`config.mk`:
```
export PLATFORM = sky130hd
export DESIGN_NAME = linear_fade_in_ramp_top
export DESIGN_NICKNAME = d
export VERILOG_FILES = /design/src/rtl/core/lfir_pkg.sv /design/src/rtl/core/linear_fade_in_ramp_top.sv /design/src/rtl/core/lfir_div.sv /design/src/rtl/core/lfir_mul.sv
export SDC_FILE = /design/constraint.sdc
export NUM_CORES = 1
export LEC_CHECK = 0
export CAP_MARGIN = 20
export CORE_ASPECT_RATIO = 0.9
export CORE_UTILIZATION = 33
export CTS_CLUSTER_DIAMETER = 40
export DETAILED_ROUTE_END_ITERATION = 10
export DONT_BUFFER_PORTS = 1
export PLACE_DENSITY = 0.59
export SYNTH_ARGS = -nofsm -noshare
export SYNTH_HDL_FRONTEND = slang
export SYNTH_HIERARCHICAL = 1
export SYNTH_SLANG_ARGS = --single-unit
```
`constraint.sdc`:
```
create_clock -name clock -period 7.3 [get_ports clock]
set_clock_uncertainty 0.1 [all_clocks]
set_input_delay 1.46 -clock clock [delete_from_list [all_inputs] [get_ports clock]]
set_output_delay 1.46 -clock clock [all_outputs]
set_load 0.02 [all_outputs]
```
`src/rtl/core/lfir_pkg.sv`:
```
// Shared constants and types for the linear fade-in ramp.
package lfir_pkg;

   localparam int CHANNELS    = 2;
   localparam int SAMPLE_BITS = 24;
   localparam int DATA_BITS   = CHANNELS * SAMPLE_BITS;
   localparam int REQ_USER_BITS = 3;

   localparam int CNT_BITS   = 12;
   localparam int GAIN_BITS  = 16;
   localparam int RATE_BITS  = 19;
   localparam int CHAN_BITS  = 2;
   localparam int CSR_IDX_BITS = 1;
   localparam int CSR_DATA_BITS = RATE_BITS;

   localparam int DVD_BITS   = 29;
   localparam int QUO_BITS   = 17;
   localparam int STEP_BITS  = 5;
   localparam int PROD_BITS  = SAMPLE_BITS + GAIN_BITS;

   localparam logic [1:0] OP_FRAME   = 2'd0;
   localparam logic [1:0] OP_FADE_IN = 2'd1;
   localparam logic [1:0] OP_CANCEL  = 2'd2;

   localparam logic [CSR_IDX_BITS-1:0] REG_SAMPLE_RATE = 1'd0;
   localparam logic [CSR_IDX_BITS-1:0] REG_ACTIVE_CH   = 1'd1;

   localparam logic [RATE_BITS-1:0] RATE_RESET = 19'd48000;
   localparam logic [CHAN_BITS-1:0] CHAN_RESET = 2'd2;

   localparam logic [CNT_BITS-1:0]  RATE_DIV   = 12'd100;
   localparam logic [RATE_BITS:0]   RATE_ROUND = 20'd50;
   localparam logic [CNT_BITS-1:0]  LEN_MAX    = 12'd4095;
   localparam logic [STEP_BITS-1:0] RATE_STEPS = 5'd20;
   localparam logic [STEP_BITS-1:0] GAIN_STEPS = 5'd17;

   typedef struct packed {
      logic [CNT_BITS-1:0]  rem_init;
      logic [DVD_BITS-1:0]  dividend;
      logic [CNT_BITS-1:0]  divisor;
      logic [STEP_BITS-1:0] steps;
   } div_req_type;

endpackage

```
`src/rtl/core/linear_fade_in_ramp_top.sv`:
```
// Linear fade-in gain ramp for two-channel audio frames: top level.
//
// One item is in work at a time. A cancel request or an unused opcode leaves
// the block idle. A fade-in request runs the 20-step bit-serial divide of the
// sample rate by 100. A frame outside a ramp, or the last frame of a ramp,
// skips the divider and multipliers. A frame inside a ramp first runs the
// serial divider for the Q0.16 gain, then the bit-serial multiplier lanes
// (one per channel, in parallel). Results wait in an output register, so the
// next item is taken while a result is stalled; a frame that finishes while
// that register is still full waits.
module linear_fade_in_ramp_top (
   input  logic                                  clock,
   input  logic                                  reset,
   input  logic                                  req_tvalid,
   output logic                                  req_tready,
   input  logic [lfir_pkg::DATA_BITS-1:0]        req_tdata,  // sample_left, sample_right
   input  logic [lfir_pkg::REQ_USER_BITS-1:0]    req_tuser,  // opcode[1:0], block_start
   output logic                                  rsp_tvalid,
   input  logic                                  rsp_tready,
   output logic [lfir_pkg::DATA_BITS-1:0]        rsp_tdata,  // scaled_left, scaled_right
   output logic                                  rsp_tuser,  // ramp_active
   input  logic                                  csr_we,
   input  logic [lfir_pkg::CSR_IDX_BITS-1:0]     csr_index,
   input  logic [lfir_pkg::CSR_DATA_BITS-1:0]    csr_wdata
);
   import lfir_pkg::*;

   typedef enum logic [4:0] {
      ST_IDLE = 5'b00001,
      ST_LEN  = 5'b00010,
      ST_GAIN = 5'b00100,
      ST_MUL  = 5'b01000,
      ST_DONE = 5'b10000
   } state_type;

   state_type              state_ff, state_in;
   logic [RATE_BITS-1:0]   rate_ff, rate_in;
   logic [CHAN_BITS-1:0]   chan_ff, chan_in;
   logic [CNT_BITS-1:0]    pending_ff, pending_in;
   logic [CNT_BITS-1:0]    rem_ff, rem_in;
   logic [CNT_BITS-1:0]    total_ff, total_in;
   logic                   active_ff, active_in;
   logic signed [SAMPLE_BITS-1:0] sample_ff [CHANNELS];
   logic                   rsp_valid_ff, rsp_valid_in;
   logic [DATA_BITS-1:0]   rsp_data_ff, rsp_data_in;
   logic                   rsp_user_ff, rsp_user_in;

   logic                   accept;
   logic [1:0]             op;
   logic                   take;
   logic [CNT_BITS-1:0]    rem_src, tot_src, rc, num, rem_next;
   logic                   live, act;
   logic [RATE_BITS:0]     rate_sum;
   logic [CNT_BITS-1:0]    ramp_len;
   logic                   load_out;

   div_req_type            div_req;
   logic                   div_start, div_busy, div_done;
   logic [QUO_BITS-1:0]    div_q;
   logic                   mul_start;
   logic [CHANNELS-1:0]    mul_done;
   logic signed [SAMPLE_BITS-1:0] mul_res [CHANNELS];

   assign req_tready = (state_ff == ST_IDLE);
   assign accept     = req_tvalid && req_tready;
   assign op         = req_tuser[1:0];

   // frame bookkeeping, evaluated on the accepted item
   assign take     = req_tuser[2] && (pending_ff != '0);
   assign rem_src  = take ? pending_ff : rem_ff;
   assign tot_src  = take ? pending_ff : total_ff;
   assign live     = (rem_src != '0) && (tot_src != '0);
   assign rc       = (rem_src < tot_src) ? rem_src : tot_src;
   assign num      = tot_src - rc + 1'b1;
   assign rem_next = rc - 1'b1;
   assign act      = live && (rc > 12'd1);

   assign rate_sum = {1'b0, rate_ff} + RATE_ROUND;

   always_comb begin
      if (op == OP_FADE_IN) begin
         div_req.rem_init = '0;
         div_req.dividend = {rate_sum, {(DVD_BITS-RATE_BITS-1){1'b0}}};
         div_req.divisor  = RATE_DIV;
         div_req.steps    = RATE_STEPS;
      end else begin
         div_req.rem_init = {1'b0, num[CNT_BITS-1:1]};
         div_req.dividend = {num[0], {(DVD_BITS-1){1'b0}}};
         div_req.divisor  = tot_src;
         div_req.steps    = GAIN_STEPS;
      end
   end

   assign div_start = accept && ((op == OP_FADE_IN) || ((op == OP_FRAME) && act));

   always_comb begin
      if (div_q > QUO_BITS'(LEN_MAX))
         ramp_len = LEN_MAX;
      else if (div_q == '0)
         ramp_len = 12'd1;
      else
         ramp_len = div_q[CNT_BITS-1:0];
   end

   assign mul_start = (state_ff == ST_GAIN) && div_done;
   assign load_out  = (state_ff == ST_DONE) && (!rsp_valid_ff || rsp_tready);

   always_comb begin
      rate_in    = rate_ff;
      chan_in    = chan_ff;
      state_in   = state_ff;
      pending_in = pending_ff;
      rem_in     = rem_ff;
      total_in   = total_ff;
      active_in  = active_ff;
      if (csr_we) begin
         case (csr_index)
            REG_SAMPLE_RATE: rate_in = csr_wdata[RATE_BITS-1:0];
            REG_ACTIVE_CH:   chan_in = csr_wdata[CHAN_BITS-1:0];
            default: ;
         endcase
      end
      case (state_ff)
         ST_IDLE: begin
            if (accept) begin
               case (op)
                  OP_FRAME: begin
                     if (take)
                        pending_in = '0;
                     if (live) begin
                        rem_in   = rem_next;
                        total_in = (rem_next == '0) ? '0 : tot_src;
                     end else begin
                        rem_in   = '0;
                        total_in = '0;
                     end
                     active_in = act;
                     state_in  = act ? ST_GAIN : ST_DONE;
                  end
                  OP_FADE_IN: state_in = ST_LEN;
                  OP_CANCEL:  pending_in = '0;
                  default: ;
               endcase
            end
         end
         ST_LEN: begin
            if (div_done) begin
               if (pending_ff < ramp_len)
                  pending_in = ramp_len;
               state_in = ST_IDLE;
            end
         end
         ST_GAIN: begin
            if (div_done)
               state_in = ST_MUL;
         end
         ST_MUL: begin
            if (mul_done[0])
               state_in = ST_DONE;
         end
         ST_DONE: begin
            if (load_out)
               state_in = ST_IDLE;
         end
         default: state_in = ST_IDLE;
      endcase
   end

   always_comb begin
      rsp_data_in = rsp_data_ff;
      rsp_user_in = rsp_user_ff;
      if (load_out) begin
         for (int ch = 0; ch < CHANNELS; ch++) begin
            if (active_ff && (CHAN_BITS'(ch) < chan_ff))
               rsp_data_in[ch*SAMPLE_BITS +: SAMPLE_BITS] = mul_res[ch];
            else
               rsp_data_in[ch*SAMPLE_BITS +: SAMPLE_BITS] = sample_ff[ch];
         end
         rsp_user_in = active_ff;
      end
      if (load_out)
         rsp_valid_in = 1'b1;
      else if (rsp_tready)
         rsp_valid_in = 1'b0;
      else
         rsp_valid_in = rsp_valid_ff;
   end

   always_ff @(posedge clock) begin
      if (reset) begin
         state_ff     <= ST_IDLE;
         rate_ff      <= RATE_RESET;
         chan_ff      <= CHAN_RESET;
         pending_ff   <= '0;
         rem_ff       <= '0;
         total_ff     <= '0;
         rsp_valid_ff <= 1'b0;
      end else begin
         state_ff     <= state_in;
         rate_ff      <= rate_in;
         chan_ff      <= chan_in;
         pending_ff   <= pending_in;
         rem_ff       <= rem_in;
         total_ff     <= total_in;
         rsp_valid_ff <= rsp_valid_in;
      end
      active_ff   <= active_in;
      rsp_data_ff <= rsp_data_in;
      rsp_user_ff <= rsp_user_in;
   end

   always_ff @(posedge clock) begin
      if (accept && (op == OP_FRAME)) begin
         for (int ch = 0; ch < CHANNELS; ch++)
            sample_ff[ch] <= req_tdata[ch*SAMPLE_BITS +: SAMPLE_BITS];
      end
   end

   lfir_div u_div (
      .clock    (clock),
      .reset    (reset),
      .start    (div_start),
      .req      (div_req),
      .busy     (div_busy),
      .done     (div_done),
      .quotient (div_q)
   );

   for (genvar ch = 0; ch < CHANNELS; ch++) begin : g_lane
      lfir_mul u_mul (
         .clock  (clock),
         .reset  (reset),
         .start  (mul_start),
         .sample (sample_ff[ch]),
         .gain   (div_q[GAIN_BITS-1:0]),
         .done   (mul_done[ch]),
         .result (mul_res[ch])
      );
   end

   assign rsp_tvalid = rsp_valid_ff;
   assign rsp_tdata  = rsp_data_ff;
   assign rsp_tuser  = rsp_user_ff;

   a_idle_div_quiet: assert property (@(posedge clock) disable iff (reset)
      req_tready |-> !div_busy)
      else $error("divider busy while idle");

   a_rem_le_total: assert property (@(posedge clock) disable iff (reset)
      (rem_ff <= total_ff) && ((total_ff == '0) == (rem_ff == '0)))
      else $error("ramp counters inconsistent");

   a_div_done_state: assert property (@(posedge clock) disable iff (reset)
      div_done |-> ((state_ff == ST_LEN) || (state_ff == ST_GAIN)))
      else $error("divider result without a consumer");

   a_lanes_aligned: assert property (@(posedge clock) disable iff (reset)
      (mul_done == '0) || (mul_done == '1))
      else $error("multiplier lanes out of step");

   a_gain_below_one: assert property (@(posedge clock) disable iff (reset)
      mul_start |-> (div_q[QUO_BITS-1] == 1'b0))
      else $error("ramp gain reached one inside a ramp");

endmodule

```
`src/rtl/core/lfir_div.sv`:
```
// Bit-serial restoring divider, one quotient bit per cycle.
module lfir_div (
   input  logic                         clock,
   input  logic                         reset,
   input  logic                         start,
   input  lfir_pkg::div_req_type        req,
   output logic                         busy,
   output logic                         done,
   output logic [lfir_pkg::QUO_BITS-1:0] quotient
);
   import lfir_pkg::*;

   logic                  busy_ff, busy_in;
   logic                  done_ff, done_in;
   logic [STEP_BITS-1:0]  cnt_ff, cnt_in;
   logic [CNT_BITS-1:0]   rem_ff, rem_in;
   logic [DVD_BITS-1:0]   dvd_ff, dvd_in;
   logic [CNT_BITS-1:0]   dvs_ff, dvs_in;
   logic [QUO_BITS-1:0]   quo_ff, quo_in;
   logic [CNT_BITS:0]     trial;
   logic [CNT_BITS:0]     diff;
   logic                  fits;

   assign trial = {rem_ff, dvd_ff[DVD_BITS-1]};
   assign diff  = trial - {1'b0, dvs_ff};
   assign fits  = trial >= {1'b0, dvs_ff};

   always_comb begin
      busy_in = busy_ff;
      done_in = 1'b0;
      cnt_in  = cnt_ff;
      rem_in  = rem_ff;
      dvd_in  = dvd_ff;
      dvs_in  = dvs_ff;
      quo_in  = quo_ff;
      if (start) begin
         busy_in = 1'b1;
         cnt_in  = req.steps - 1'b1;
         rem_in  = req.rem_init;
         dvd_in  = req.dividend;
         dvs_in  = req.divisor;
         quo_in  = '0;
      end else if (busy_ff) begin
         rem_in = fits ? diff[CNT_BITS-1:0] : trial[CNT_BITS-1:0];
         dvd_in = {dvd_ff[DVD_BITS-2:0], 1'b0};
         quo_in = {quo_ff[QUO_BITS-2:0], fits};
         cnt_in = cnt_ff - 1'b1;
         if (cnt_ff == '0) begin
            busy_in = 1'b0;
            done_in = 1'b1;
         end
      end
   end

   always_ff @(posedge clock) begin
      if (reset) begin
         busy_ff <= 1'b0;
         done_ff <= 1'b0;
      end else begin
         busy_ff <= busy_in;
         done_ff <= done_in;
      end
      cnt_ff <= cnt_in;
      rem_ff <= rem_in;
      dvd_ff <= dvd_in;
      dvs_ff <= dvs_in;
      quo_ff <= quo_in;
   end

   assign busy     = busy_ff;
   assign done     = done_ff;
   assign quotient = quo_ff;

endmodule

```
`src/rtl/core/lfir_mul.sv`:
```
// Bit-serial sign-magnitude sample by gain multiplier with round to nearest.
module lfir_mul (
   input  logic                                   clock,
   input  logic                                   reset,
   input  logic                                   start,
   input  logic signed [lfir_pkg::SAMPLE_BITS-1:0] sample,
   input  logic [lfir_pkg::GAIN_BITS-1:0]          gain,
   output logic                                   done,
   output logic signed [lfir_pkg::SAMPLE_BITS-1:0] result
);
   import lfir_pkg::*;

   localparam int CNT_W = $clog2(GAIN_BITS);

   logic                   busy_ff, busy_in;
   logic                   done_ff, done_in;
   logic [CNT_W-1:0]       cnt_ff, cnt_in;
   logic                   neg_ff, neg_in;
   logic [SAMPLE_BITS-1:0] mag_ff, mag_in;
   logic [GAIN_BITS-1:0]   gain_ff, gain_in;
   logic [PROD_BITS-1:0]   prod_ff, prod_in;
   logic [SAMPLE_BITS:0]   sum;
   logic [SAMPLE_BITS-1:0] rounded;

   assign sum = {1'b0, prod_ff[PROD_BITS-1:GAIN_BITS]}
              + {1'b0, (gain_ff[0] ? mag_ff : {SAMPLE_BITS{1'b0}})};

   always_comb begin
      busy_in = busy_ff;
      done_in = 1'b0;
      cnt_in  = cnt_ff;
      neg_in  = neg_ff;
      mag_in  = mag_ff;
      gain_in = gain_ff;
      prod_in = prod_ff;
      if (start) begin
         busy_in = 1'b1;
         cnt_in  = '1;
         neg_in  = sample[SAMPLE_BITS-1];
         mag_in  = sample[SAMPLE_BITS-1] ? SAMPLE_BITS'(-sample) : SAMPLE_BITS'(sample);
         gain_in = gain;
         prod_in = '0;
      end else if (busy_ff) begin
         prod_in = {sum, prod_ff[GAIN_BITS-1:1]};
         gain_in = {1'b0, gain_ff[GAIN_BITS-1:1]};
         cnt_in  = cnt_ff - 1'b1;
         if (cnt_ff == '0) begin
            busy_in = 1'b0;
            done_in = 1'b1;
         end
      end
   end

   always_ff @(posedge clock) begin
      if (reset) begin
         busy_ff <= 1'b0;
         done_ff <= 1'b0;
      end else begin
         busy_ff <= busy_in;
         done_ff <= done_in;
      end
      cnt_ff  <= cnt_in;
      neg_ff  <= neg_in;
      mag_ff  <= mag_in;
      gain_ff <= gain_in;
      prod_ff <= prod_in;
   end

   assign rounded = prod_ff[PROD_BITS-1:GAIN_BITS]
                  + {{(SAMPLE_BITS-1){1'b0}}, prod_ff[GAIN_BITS-1]};
   assign result  = neg_ff ? -$signed(rounded) : $signed(rounded);
   assign done    = done_ff;

endmodule
```
======== Word level (Yosys, flattened, before mapping) ========
Memory sizes are Yosys's and may differ from the RTL's.
Cells that the tools add are included.
operators by class
  add/sub/neg operators ................... 17
  multiply operators ...................... 0
  divide/modulo/power cells ............... 0
  magnitude comparators ................... 7
  equality and inequality tests ........... 16
  shift operators ......................... 0
  mux-type cells .......................... 57
  bitwise logic cells ..................... 3
  reduce and logical (&&, ||, !) cells .... 35
operators with widths
  operator                                                                count
  12-bit 2-to-1 mux                                                       15
  24-bit 2-to-1 mux                                                       6
  24-bit negator                                                          4
  16-bit 2-to-1 mux                                                       4
  29-bit 2-to-1 mux                                                       2
  57-bit 2-to-1 mux                                                       1
  24-bit by 24-bit adder with 25-bit output                               2
  24-bit by 1-bit adder with 24-bit output                                2
  12-bit one-hot mux with 2 select lines                                  2
  23-bit 2-to-1 mux                                                       2
  5-bit 2-to-1 mux                                                        8
  12-bit nonzero test                                                     3
  5-bit one-hot mux with 5 select lines                                   1
  12-bit < comparator                                                     2
  12-bit subtractor                                                       2
  19-bit by 6-bit adder with 20-bit output, second input constant         1
  17-bit by 12-bit > comparator with 1-bit output, second input constant  1
  17-bit logical NOT                                                      1
  1-bit 2-to-1 mux                                                        15
  13-bit by 12-bit >= comparator with 1-bit output                        1
  12-bit by 1-bit adder with 12-bit output, second input constant         1
  12-bit by 1-bit > comparator with 1-bit output, second input constant   1
  12-bit logical NOT                                                      1
  6-bit AND reduction                                                     2
  27 further kinds                                                        55
word-level totals
  register bits after elaboration ......... 363
  latch bits .............................. 0
  RAM bits ................................ 48
  bits in read-only memories .............. 0
  input bits .............................. 76
  output and inout bits ................... 51
  logic and storage cells ................. 168
  memories ................................ 1
memories
  memory     words  width  read ports  clocked after Yosys merged registers in  write ports  RTL line                       source
  sample_ff  2      24     2           0                                        2            linear_fade_in_ramp_top.sv:43  logic signed [SAMPLE_BITS-1:0] sample_ff [CHANNELS];

======== Logic depth before layout (Yosys ltp) ========
  depth in word-level cells ............... 11
  gate-level depth with buffers ........... 31
  depth with buffers taken out ............ 27

======== Cells and area by module ========
The synthesis kept the hierarchy.
by module, submodules not included
  module                      instances  cells each  area each (um^2)  seq. area each (um^2)
  linear_fade_in_ramp_top     1          874         8,897.3           4,204.0
  lfir_mul (g_lane[1].u_mul)  1          645         5,794.3           1,851.8
  lfir_mul (g_lane[0].u_mul)  1          642         5,703.0           1,851.8
  lfir_div                    1          305         3,801.1           2,122.0

======== Worst setup path after synthesis ========
No wires, ideal clock.
  path kind ............................... input port to flip-flop
  start ................................... in req_tuser[2] (netlist bit)
  end ..................................... reg u_div.cnt_ff[0] (enable)
  setup time .............................. 0.383 ns
  arrival ................................. 6.970 ns
  data required time ...................... 6.817 ns
  setup slack ............................. -0.153 ns
  stages .................................. 23
  path buffers ............................ 8
  path through ............................ clkbuf_1 buf_2 buf_1 a22oi_2 ha_1 a21o_1 a21o_1 a221oi_1 o311a_1 nand2_1 buf_4 mux2i_1 inv_1 ha_1 clkbuf_1 inv_1 o21bai_1 nor2_1 o21a_1 clkbuf_1 clkbuf_1 buf_2 or2_2
between the ends
  longest elaborated chain between the ends .. 10
  elaborated cells on any way between the ends .. 14
  classes of those cells .................. 2 x order compare; 3 x mux; 9 x reduce/logical
ends and longest elaborated chain
  item                                            RTL line                                                      source
  start: declaration                              linear_fade_in_ramp_top.sv:17                                 input logic [lfir_pkg::REQ_USER_BITS-1:0] req_tuser,
  1-bit logical AND (*)                           linear_fade_in_ramp_top.sv:69                                 assign take = req_tuser[2] && (pending_ff != '0);
  12-bit 2-to-1 mux (on tied branches)            linear_fade_in_ramp_top.sv:70, linear_fade_in_ramp_top.sv:71
  12-bit < comparator                             linear_fade_in_ramp_top.sv:73                                 assign rc = (rem_src < tot_src) ? rem_src : tot_src;
  12-bit 2-to-1 mux                               linear_fade_in_ramp_top.sv:73
  12-bit by 1-bit > comparator with 1-bit output  linear_fade_in_ramp_top.sv:76                                 assign act = live && (rc > 12'd1);
  1-bit logical AND (*)                           linear_fade_in_ramp_top.sv:76
  named net act                                   linear_fade_in_ramp_top.sv:52                                 logic live, act;
  1-bit logical AND (*)                           linear_fade_in_ramp_top.sv:94                                 assign div_start = accept && ((op == OP_FADE_IN) || ((op == OP_FRAME) && act));
  1-bit logical OR (*)                            linear_fade_in_ramp_top.sv:94
  1-bit logical AND (*)                           linear_fade_in_ramp_top.sv:94
  named net div_start                             linear_fade_in_ramp_top.sv:58                                 logic div_start, div_busy, div_done;
  2-bit nonzero test (no source line) (*)         --
  end signal: assignment                          lfir_div.sv:63                                                cnt_ff <= cnt_in;
  end: declaration                                lfir_div.sv:15                                                logic [STEP_BITS-1:0] cnt_ff, cnt_in;
The timed path passes the listed nets; every way through them passes the cells marked *.
A chain may end at the register's enable or synchronous reset.

==> metrics.yaml <==
critical_path:
  reg2reg_slack_ps: 650
  reg2reg_depth: 29
  critPathCaptureType: "register"
  max_stage_delay_ps: 660
  cp-endpoint: "u_div/rem_ff[10]"
  critical_path.slowest_cell: "or4_1"
  rr_startpoint: "pending_ff[2]"
  startpoint_type: "register"
  critPathLaunch: "pending_ff[2]"
  worstPathArrival_ps: 6900
  cp.required_ps: 7550
  crit_fanout: 12
  rr_endpoint: "u_div/rem_ff[10]"
  crit_type: "register to register"
detailed_routing:
  drtPass1Iterations: 6
  vias: 19000
  wirelength_um: 67600
  drt-wirelength-per-cell_um: 19.4
  viasPerCell: 5.44
  antenna_left: 0
  route.detailed.drc: 0
  drt_iter0_markers: 1467
synthesis:
  synth_cells: 2464
  syn_area_sq_um: 24200
  syn_area_per_cell_sq_um: 9.81
  synth_warnings: 6
power_and_ir_drop:
  swShare_pct: 24.7
  ir_worst_vdd_mv: 0.176
  power.internal_w: 0.00486
  power_density_nw_per_um2: 232
  p_seq_share_pct: 37.8
  p_leak_nw: 10.3
  power.switching_w: 0.00159
  p_comb_share_pct: 6.6
  pwr-share-clk_pct: 55.6
grt:
  grt_max_degree: 54
  grt_pass1_vias: 18500
  overflow: 0
  grt_pass1_wl_um: 105000
  antenna_found_initial: 9
  grt_usage_pct: 17.9
timing:
  period_share_pct: 91.1
  rsz0062_at_grt: "false"
  slew_violations: 0
  max_freq_mhz: 150
  finalSetupViolCount: 0
  tightest_slew_ps: 1040
  tns_ps: 0
  slew_headroom_pct: 30.5
  hold_violations: 0
  finalCriticalPeriod_ps: 6650
floorplanning:
  rows: 93
  start_util_pct: 33.6
  dieArea_sq_um: 74300
  die_y_um: 259
  core-area_sq_um: 72000
  ios: 127
  fp.dieW_um: 287
place:
  gp_congestion: 0.941
  io_buffer_count: 0
  place_area_sq_um: 25100
  dpl.hpwl_um: 48900
clocking:
  clock_latency_ps: 610
  clockRootBuffer: "clkbuf_16"
  cts_buffers: 76
  cts_tree: "done"
  postCtsHoldBufs: 0
  clk_pin_slew_worst_paths_ps: 50
  htreeDepth: 3
  clock_sinks: 381
  clock_path_buffers: 3
min_path:
  holdCritStartpoint: "rate_ff[0]"
  hold_class: "register to register"
final_layout:
  n_fill_cell: 7024
  drive_above_1_share_pct: 14.1
  nets: 2651
  area_growth_pct: 15.2
  design_area_sq_um: 27800
status:
  status: "finished, final reports clean"
run:
  cap_violations: 0
-- worst min-delay path by stage --
stage	end	cells after the start
finish	rate_ff[0]	2
global route	rate_ff[0]	2
CTS	rate_ff[0]	2
detailed placement	rate_ff[0]	2
global placement	rate_ff[0]	2
floorplan	rate_ff[0]	2
-- state kept, by name (all words and copies together) (netlist names), 2 cells and up --
signal,cells
g_lane.u_mul/cnt_ff,8
rate_ff,19
state_ff,5
g_lane.u_mul/mag_ff,48
g_lane.u_mul/prod_ff,50
pending_ff,12
u_div/dvd_ff,29
u_div/rem_ff,12
g_lane.u_mul/neg_ff,2
u_div/dvs_ff,12
u_div/cnt_ff,5
total_ff,12
chan_ff,2
rsp_tdata,48
sample_ff,48
u_div/quotient,17
g_lane.u_mul/gain_ff,32
rem_ff,12
g_lane.u_mul/busy_ff,2
-- per-layer routing --
layer	vias up	routed length, um	track usage [%]
met5	-	59	0
met4	10	2070	6.43
met3	118	4310	4.12
met2	555	29000	26.3
met1	9182	32100	25.4
li1	9086	-	-
-- worst max-delay path: cells and delay by family, from the launching register on --
kind            cells  cell delay, ps
flops               1             400
simple gates        4            1000
mux                 1             290
compound gates     15            2970
fa+ha+maj           4            1120
buf+inv             5             520
-- power groups by stage --
| stage | logic, W | clock network, W | registers, W |
|---|---|---|---|
| 2_1_floorplan | 0.000348 | 0 | 0.00244 |
| 3_3_place_gp | 0.000417 | 0 | 0.00247 |
| 3_5_place_dp | 0.000426 | 0 | 0.00247 |
| 4_1_cts | 0.000430 | 0.00367 | 0.00243 |
| 5_1_grt | 0.000478 | 0.00375 | 0.00244 |
| 6_report | 0.000429 | 0.00358 | 0.00244 |
-- cell type report --
class                           count  area, sq um  area share, %
Timing Repair Buffer               44          340           1.22
Tap cell                          950         1190           4.27
Sequential cell                   381        10000           36.0
Antenna cell                        4         10.0         0.0359
Clock buffer                       90         2060           7.39
Inverter                           83          312           1.12
Multi-Input combinational cell   1877        13300           47.8
Clock inverter                     52          611           2.19
-- cell usage in the layout, fill, tap and decap left out, types with 14 or more instances in the layout --
| cell type | instances |
|---|---|
| inv_1 | 78 |
| nand2b_1 | 23 |
| xnor2_1 | 180 |
| o21ai_0 | 93 |
| o211ai_1 | 14 |
| nor3_1 | 60 |
| clkbuf_16 | 79 |
| o21a_1 | 16 |
| a21oi_1 | 98 |
| o31ai_1 | 22 |
| mux2i_1 | 54 |
| edfxtp_1 | 238 |
| or3_1 | 29 |
| a22oi_1 | 20 |
| ha_1 | 108 |
| a21o_1 | 37 |
| buf_4 | 42 |
| a211oi_1 | 21 |
| conb_1 | 14 |
| xor2_1 | 56 |
| nand3_1 | 73 |
| o2bb2ai_1 | 14 |
| mux2_2 | 107 |
| nor2_1 | 192 |
| nand2_1 | 216 |
| and2_1 | 67 |
| nand4_1 | 27 |
| a31oi_1 | 26 |
| and3_1 | 24 |
| nor4_1 | 16 |
| dfxtp_1 | 142 |
| and4_1 | 14 |
| nor2b_1 | 15 |
-- metrics by stage --
stage	utilization, %	setup slack (ps)	cells	hold slack (ps)	total power [W]
finish	38.7	649	3481	354	0.00645
global route	38.7	65.4	3480	385	0.00667
CTS	38.6	424	3472	358	0.00653
detailed placement	34.9	338	3330	351	0.00290
global placement	34.9	458	3329	346	0.00289
floorplan	-	74.5	2476	332	0.00279
-- repair_timing --
item | in CTS | in global routing
setup endpoints to repair | 0 | 2
setup buffers | 0 | 4
endpoints found under the hold margin | 0 | 0
resized for setup | 0 | 0
Note: power is estimated with default switching activity, not from simulation.
